[config.mk]
export PLATFORM = sky130hd
export DESIGN_NAME = cau_div_stage
export DESIGN_NICKNAME = d
export VERILOG_FILES = /design/src/hdl/cau_pkg.sv /design/src/hdl/cau_div_stage.sv
export SDC_FILE = /design/constraint.sdc
export NUM_CORES = 1
export LEC_CHECK = 0
export ABC_AREA = 1
export BUFFER_PORTS_ARGS = -buffer_cell sky130_fd_sc_hd__buf_2
export CORE_MARGIN = 5
export CORE_UTILIZATION = 30
export DETAILED_ROUTE_END_ITERATION = 10
export PLACE_DENSITY_LB_ADDON = 0.1
export SYNTH_ARGS = -nofsm -noshare
export SYNTH_HDL_FRONTEND = slang
export SYNTH_SLANG_ARGS = --single-unit
export TNS_END_PERCENT = 20
[constraint.sdc]
create_clock -name clock -period 46.2 [get_ports clock]
set_input_delay 0 -clock clock [delete_from_list [all_inputs] [get_ports clock]]
set_output_delay 0 -clock clock [all_outputs]
set_load 0.01 [all_outputs]
[src/hdl/cau_pkg.sv]
// Shared types, constants and helper functions for the complex arithmetic unit.
package cau_pkg;

   localparam int FRAC_BITS = 16;
   localparam int QUO_BITS  = 33;
   localparam int HI_SHIFT  = QUO_BITS - FRAC_BITS;
   localparam logic [63:0] ROUND_HALF = 64'd1 << (FRAC_BITS - 1);

   typedef enum logic [2:0] {
      OP_ADD = 3'd0,
      OP_SUB = 3'd1,
      OP_MUL = 3'd2,
      OP_DIV = 3'd3,
      OP_CMP = 3'd4
   } op_type;

   typedef enum logic [1:0] {
      KIND_SIMPLE,
      KIND_MUL,
      KIND_DIV
   } kind_type;

   typedef struct packed {
      logic [31:0] re;
      logic [31:0] im;
      logic        eq;
      logic        zd;
      logic        ovf;
   } simple_type;

   typedef struct packed {
      logic [31:0] val;
      logic        ovf;
   } sat_type;

   // One result part on its way through the divider steps.
   typedef struct packed {
      logic                neg;
      logic                big;
      logic [63:0]         rem;
      logic [QUO_BITS-1:0] quo;
      logic [QUO_BITS-1:0] low;
   } part_type;

   typedef struct packed {
      logic       vld;
      kind_type   kind;
      logic [63:0] den;
      part_type   re;
      part_type   im;
      simple_type simple;
   } stage_type;

   function automatic sat_type sat_sum(input logic [32:0] v);
      sat_type s;
      s.ovf = (v[32] != v[31]);
      if (!s.ovf) begin
         s.val = v[31:0];
      end else if (v[32]) begin
         s.val = 32'h8000_0000;
      end else begin
         s.val = 32'h7FFF_FFFF;
      end
      return s;
   endfunction

   function automatic sat_type sat_mag(input logic neg, input logic [63:0] mag);
      sat_type     s;
      logic [63:0] n;
      n = 64'd0 - mag;
      s.ovf = 1'b0;
      if (neg) begin
         if (mag > 64'h8000_0000) begin
            s.ovf = 1'b1;
            s.val = 32'h8000_0000;
         end else begin
            s.val = n[31:0];
         end
      end else begin
         if (mag > 64'h7FFF_FFFF) begin
            s.ovf = 1'b1;
            s.val = 32'h7FFF_FFFF;
         end else begin
            s.val = mag[31:0];
         end
      end
      return s;
   endfunction

endpackage

[src/hdl/cau_div_stage.sv]
// One restoring division step for both result parts, registered.
module cau_div_stage (
   input  logic               clock,
   input  logic               reset,
   input  logic               enable,
   input  cau_pkg::stage_type stage_in,
   output cau_pkg::stage_type stage_out
);

   cau_pkg::stage_type stage_ff;
   cau_pkg::stage_type stage_in_next;

   function automatic cau_pkg::part_type step(input cau_pkg::part_type p,
                                              input logic [63:0] den);
      cau_pkg::part_type q;
      logic [64:0]       r2;
      logic [64:0]       diff;
      logic              ge;
      q    = p;
      r2   = {p.rem, p.low[cau_pkg::QUO_BITS-1]};
      diff = r2 - {1'b0, den};
      ge   = (r2 >= {1'b0, den});
      q.rem = ge ? diff[63:0] : r2[63:0];
      q.quo = {p.quo[cau_pkg::QUO_BITS-2:0], ge};
      q.low = {p.low[cau_pkg::QUO_BITS-2:0], 1'b0};
      return q;
   endfunction

   always_comb begin
      stage_in_next = stage_in;
      if (stage_in.kind == cau_pkg::KIND_DIV) begin
         stage_in_next.re = step(stage_in.re, stage_in.den);
         stage_in_next.im = step(stage_in.im, stage_in.den);
      end
   end

   always_ff @(posedge clock) begin
      if (reset) begin
         stage_ff.vld <= 1'b0;
      end else if (enable) begin
         stage_ff <= stage_in_next;
      end
   end

   assign stage_out = stage_ff;

endmodule
==> run_results.csv, run 1 <==
group,metric,value,unit
detailed_routing,drt_iter0_drc,2407,
clocking,clk_pin_slew_worst_paths,0.06,ns
detailed_routing,post_drt_wl_per_cell,21.1,µm
timing,fmax,233,MHz
die,rows,114,
timing,fin_setup_tns,0,ns
synthesis,ys_seq_area_frac,0.411,
die,fp.coreArea,0.0964,mm²
cells_and_area,final_common_cell,"nand2_1",
worst_hold_path,hold_class,"in2reg",
pwr,leakagePower,21.4,nW
critical_path,path_class,"in2reg",
detailed_routing,dr.pass1.iters,6,
run_status,run_status,"completed",
timing,clock_skew,0,ns
timing,report.final.hold_viol_count,0,
detailed_routing,drt-total-wl,144,mm
cells_and_area,layout-drive-gt1-share,0.174,
clocking,htreeDepth,2,
timing,relSlewSlack,0.288,
timing,drv_slew,0,
pwr,finalPower,1.18,mW
flow_run,maxCapViolations,0,
clocking,root_buffer,"clkbuf_16",
global_routing,grt_usage,0.266,
die,die_y,321,µm
die,num_io_pins,799,
timing,setup_viol,0,
synthesis,syn_inst,4203,
timing,fin_crit_sh,0.0929,
synthesis,synthesis.nets,4734,
place,place_hpwl,117,mm
cells_and_area,synthToLayoutAreaGrowth,41.2,%
critical_path,cp_max_fo,63,
pwr,power-per-cell-area,28.8,mW/mm²
clocking,clkSinkCount,398,
die,dieArea,0.103,mm²
clocking,cts_tree,"built",
detailed_routing,drcViolationCount,0,
detailed_routing,vias,31600,
die,start_util,0.301,
detailed_routing,viasPerCell,4.65,
critical_path,critPathRequiredTime,46.57,ns
place,port_buffers,798,
synthesis,syn-cell-area,0.0291,mm²
place,place.gp.congestion,0.988,
global_routing,grt_pass1_wl,206,mm
clocking,insertion_delay,0.61,ns
pwr,vdd_drop_max,0.0234,mV
clocking,clk_path_buf_depth,3,
clocking,cts_buffers,48,
detailed_routing,postRouteAntennaNets,0,
clocking,cts_resized,0,
cells_and_area,fin_nets,6013,
critical_path,critPathLaunchType,"input pin",
global_routing,first_global_vias,31800,
critical_path,cp.arrival,4.66,ns
die,die_w,321,µm
synthesis,ys_ff_latch,398,
cells_and_area,layout_common_cells,"1,863 x nand2_1, 798 x buf_2, 768 x inv_1, 510 x dlygate4sd3_1, 397 x edfxtp_1",
global_routing,antenna_found_initial,5,
synthesis,synth_cell_types,35,
critical_path,end_kind,"flop",
timing,worst_slew_pin_slew,1.07,ns
global_routing,grt_start_max_net_pins,164,
synthesis,avgSynthCellArea,6.92,µm²
timing,grt_setup_unrepaired,"no",
cells_and_area,largest_register_ff_count,398,
synthesis,ys_warn_count,0,
timing,layout_min_cycle_time,4.29,ns
global_routing,grt_overflow,0,
==> cells by family (layout without fill, tap and decap cells) <==
kind of cell             Yosys count  after routing  share of synthesized area
AO/OA/AOI/OAI                    211            211                     0.0378
XOR/XNOR                          62             62                     0.0187
adder cells (fa/ha/maj)          130            130                     0.0565
buffers and inverters            882           2201                      0.119
flip-flops                       398            398                      0.411
other                              0              3                          0
AND/OR/NAND/NOR                 2520           2520                      0.357
==> layer usage <==
layer / routed length, µm / share of wire / vias up / track usage
met3: 8070 / 0.056 / 180 / 0.0392
met1: 58900 / 0.41 / 14800 / 0.325
li1: - / - / 15600 / -
met5: 13 / 0.000090 / - / 0
met2: 71800 / 0.50 / 1027 / 0.484
met4: 4990 / 0.035 / 2 / 0.0838
==> cell type report <==
type,count,area [µm²]
diodes,3,7.51
clock buffers,55,1270
clock inverters,35,339
fillers,10200,55400
inverters,790,2970
multi-input cells,2923,13700
flip-flops and latches,398,11900
well taps,1276,1600
repair buffers,1321,9230
==> path summary, 6_finish.rpt <==
check	startpoint	to	slack, ns	depth (start not counted)
setup / recovery	stage_in[338]	stage_out[316]	41.91	22
hold / removal	stage_in[158]	stage_out[158]	0.09	3
setup reg to reg	stage_out[397]	stage_out[397]	45.08	3
hold reg to reg	stage_out[397]	stage_out[397]	1.02	3
==> worst max-delay path, cell delays in order <==
cell,delay [ns]
dlygate4sd3_1,0.54
buf_2,0.14
inv_1,0.18
ha_1,0.33
nand2_1,0.15
inv_1,0.06
nand2_1,0.06
nand2_1,0.07
inv_1,0.07
nand3_2,0.12
nand2_1,0.10
nand2_2,0.10
nand2_1,0.11
nand2_2,0.06
nand2_2,0.05
buf_4,0.61
nand2_4,0.67
nand2_2,0.46
nand2_1,0.08
nand2_1,0.07
nand2_1,0.05
dlygate4sd3_1,0.55
==> metrics by stage <==
step                      std cells  area (µm²)  hold WS (ns)  setup WS [ns]  utilization
after floorplan                4203       29100        0.0691          28.33            -
after global placement         6198       34300         0.177          42.30        0.356
after detailed placement       6198       34300         0.178          42.31        0.356
final                          6801       41000        0.0927          41.91        0.426
after global routing           6801       41000        0.0525          41.64        0.426
after CTS                      6798       41000        0.0408          41.90        0.426
==> repair_timing <==
item                      4_1_cts  5_1_grt
buffers inserted                0        0
hold buffers                  510        0
hold endpoints to repair      411        0
==> synth_stat cells (all sizes together) <==
cell	number	area share
buf	48	0.011
nand3	272	0.049
nor3	24	0.0043
edfxtp	397	0.41
nor2	234	0.032
xor2	6	0.0018
clkinv	1	0.00013
dfxtp	1	0.00069
xnor2	56	0.017
and2	6	0.0013
nand4	34	0.0073
o21a	2	0.00052
o21bai	12	0.0031
or2	2	0.00043
nor4	5	0.0011
o21ai	95	0.016
clkbuf	44	0.0057
a21oi	99	0.017
ha	128	0.055
nand3b	66	0.017
a21o	3	0.00077
fa	2	0.0014
nand2	1877	0.24
inv	789	0.10
==> where the power goes <==
part / internal [mW] / switching [mW] / total [mW]
clock network: 0.231 / 0.162 / 0.393
registers: 0.430 / 0.00713 / 0.438
logic: 0.131 / 0.219 / 0.350
total: 0.792 / 0.388 / 1.18
Power figures use the tool's default switching activity.
==> run 2, diff against run 1 <==
==> constraint.sdc (replaced) <==
create_clock -name clock -period 3.7 [get_ports clock]
set_input_delay 0 -clock clock [delete_from_list [all_inputs] [get_ports clock]]
set_output_delay 0 -clock clock [all_outputs]
set_load 0.01 [all_outputs]
==> run 2 against run 1 <==
Die area stayed put. Clock skew stayed put. Combinational power grew to 13 times the previous value. Register-to-register slack worse by 42 ns. Core utilization is 0.17 points higher. Clock power grew to 12 times the previous value. Global-route usage is 0.55 points higher. First-iteration DRC count is 2.7% lower. Largest power group unchanged. Sequential power grew to 12 times the previous value.
==> run_results.csv, run 2 (synthesis gave the netlist of run 1 again) <==
group,metric,value,unit
global_routing,antenna_found_initial,1,
global_routing,grt_usage,0.272,
place,place.gp.congestion,1.03,
cells_and_area,layout_common_cells,"1,863 x nand2_1, 798 x buf_2, 767 x inv_1, 513 x dlygate4sd3_1, 397 x edfxtp_1",
timing,grt_setup_unrepaired,"no",
global_routing,grt_pass1_wl,209,mm
detailed_routing,dr.pass1.iters,6,
clocking,cts_buffers,48,
clocking,root_buffer,"clkbuf_16",
critical_path,cp_slowest_cell,"dlygate4sd3_1",
timing,layout_min_cycle_time,3.49,ns
cells_and_area,fin_nets,6032,
timing,worst_slew_pin_slew,0.830,ns
cells_and_area,antenna_cells,0,
place,port_buffers,798,
die,rows,114,
cells_and_area,fill_cells,10100,
timing,setup_viol,0,
run_status,run_status,"completed",
clocking,clk_path_buf_depth,3,
die,die_y,321,µm
detailed_routing,viasPerCell,4.67,
die,dieArea,0.103,mm²
cells_and_area,synthToLayoutAreaGrowth,41.8,%
clocking,htreeDepth,2,
die,start_util,0.301,
detailed_routing,drcViolationCount,0,
global_routing,first_global_vias,31800,
die,die_w,321,µm
cells_and_area,largest_register_ff_count,398,
timing,relSlewSlack,0.447,
critical_path,cp_max_fo,53,
detailed_routing,vias,31800,
timing,hold_ws,0.0797,ns
die,fp.coreArea,0.0964,mm²
critical_path,end_kind,"flop",
timing,fin_setup_tns,0,ns
timing,report.final.hold_viol_count,0,
critical_path,critPathMaxStageDelay,0.57,ns
detailed_routing,post_drt_wl_per_cell,21.6,µm
detailed_routing,postRouteAntennaNets,0,
critical_path,critPathRequiredTime,4.08,ns
pwr,power-per-cell-area,353,mW/mm²
critical_path,path_class,"in2reg",
critical_path,crit_buf_inv,7,
clocking,cts_tree,"built",
clocking,cts_setup_buffers,0,
clocking,insertion_delay,0.62,ns
place,place_hpwl,120,mm
die,num_io_pins,799,
worst_hold_path,hold_class,"in2reg",
critical_path,crit_family,"buffers and inverters",
clocking,clk_pin_slew_worst_paths,0.06,ns
clocking,clkSinkCount,398,
detailed_routing,drt-total-wl,147,mm
cells_and_area,final_common_cell,"nand2_1",
timing,clock_skew,0,ns
global_routing,grt_start_max_net_pins,123,
global_routing,grt_overflow,0,
timing,fin_crit_sh,0.944,
pwr,leakagePower,21.5,nW
critical_path,cp_common_cell,"nand2_1",
critical_path,critPathLaunchType,"input pin",
cells_and_area,layout-drive-gt1-share,0.174,
timing,drv_slew,0,
detailed_routing,drt_iter0_drc,2341,
pwr,vdd_drop_max,0.347,mV
flow_run,maxCapViolations,0,
critical_path,cp_cell_sequence,"dlygate4sd3_1 > buf_2 > inv_1 > ha_1 > nand2_1 > inv_2 > nand2_1 > nand2_1 > inv_1 > nand3_2 > nand2_1 > nand2_2 > nand2_2 > nand2_2 > nand2_4 > buf_4 > nand3_1 > nand3_1 > o21ai_0 > dlygate4sd3_1",
timing,fmax,286,MHz
critical_path,cp.arrival,3.87,ns
## run 2: changes by cell type in the layout (fill, tap and decap cells not counted), moves of 2 or more
cell	previous run	this run
buf_12	3	15
clkbuf_1	5	15
clkinv_1	14	9
buf_4	10	14
bufinv_16	6	2
clkinv_2	9	6
diode_2	3	0
dlygate4sd3_1	510	513
inv_16	0	2
inv_6	4	2
## run 2: repair_timing
item,CTS,global route
resized for setup,0,0
endpoints found under the hold margin,468,0
hold buffers,513,0
## run 2: report_power, final
group | switching, mW | leakage, nW | internal, mW
registers | 0.0978 | 3.70 | 5.37
logic | 2.75 | 17.0 | 1.67
clock network | 2.05 | 0.710 | 2.58
## run 2: final cells by class
class,count,area (µm²),share of cell area
multi-input combinational,2923,13700,0.332
sequential,398,11900,0.290
timing repair buffer,1340,9530,0.231
inverter,790,2980,0.0724
tap,1276,1600,0.0387
clock buffer,64,1280,0.0311
clock inverter,21,184,0.00446
## run 2: metrics by stage
step	total power [mW]	cells	setup slack [ns]	area, µm²	utilization
floorplan	7.77	4203	-2.59	29100	-
global placement	9.45	6214	0.386	34600	0.359
detailed placement	9.43	6214	0.392	34600	0.359
CTS	14.6	6812	0.237	41200	0.427
global route	15.3	6812	0.0176	41200	0.427
finish	14.5	6812	0.206	41200	0.427
## run 2: worst paths after layout
| kind | startpoint | end | slack (ns) | cells past startpoint |
|---|---|---|---|---|
| setup / recovery | stage_in[338] | stage_out[148] | 0.21 | 20 |
| hold / removal | stage_in[21] | stage_out[21] | 0.08 | 2 |
| setup reg to reg | stage_out[397] | stage_out[397] | 2.60 | 3 |
| hold reg to reg | stage_out[397] | stage_out[397] | 1.02 | 3 |
## run 2: metal layers
metal / share of wire / vias up / track usage
met2: 0.49 / 1131 / 0.488
li1: - / 15600 / -
met4: 0.049 / 2 / 0.113
met5: 0.000054 / - / 0
met3: 0.056 / 238 / 0.0401
met1: 0.40 / 14800 / 0.325
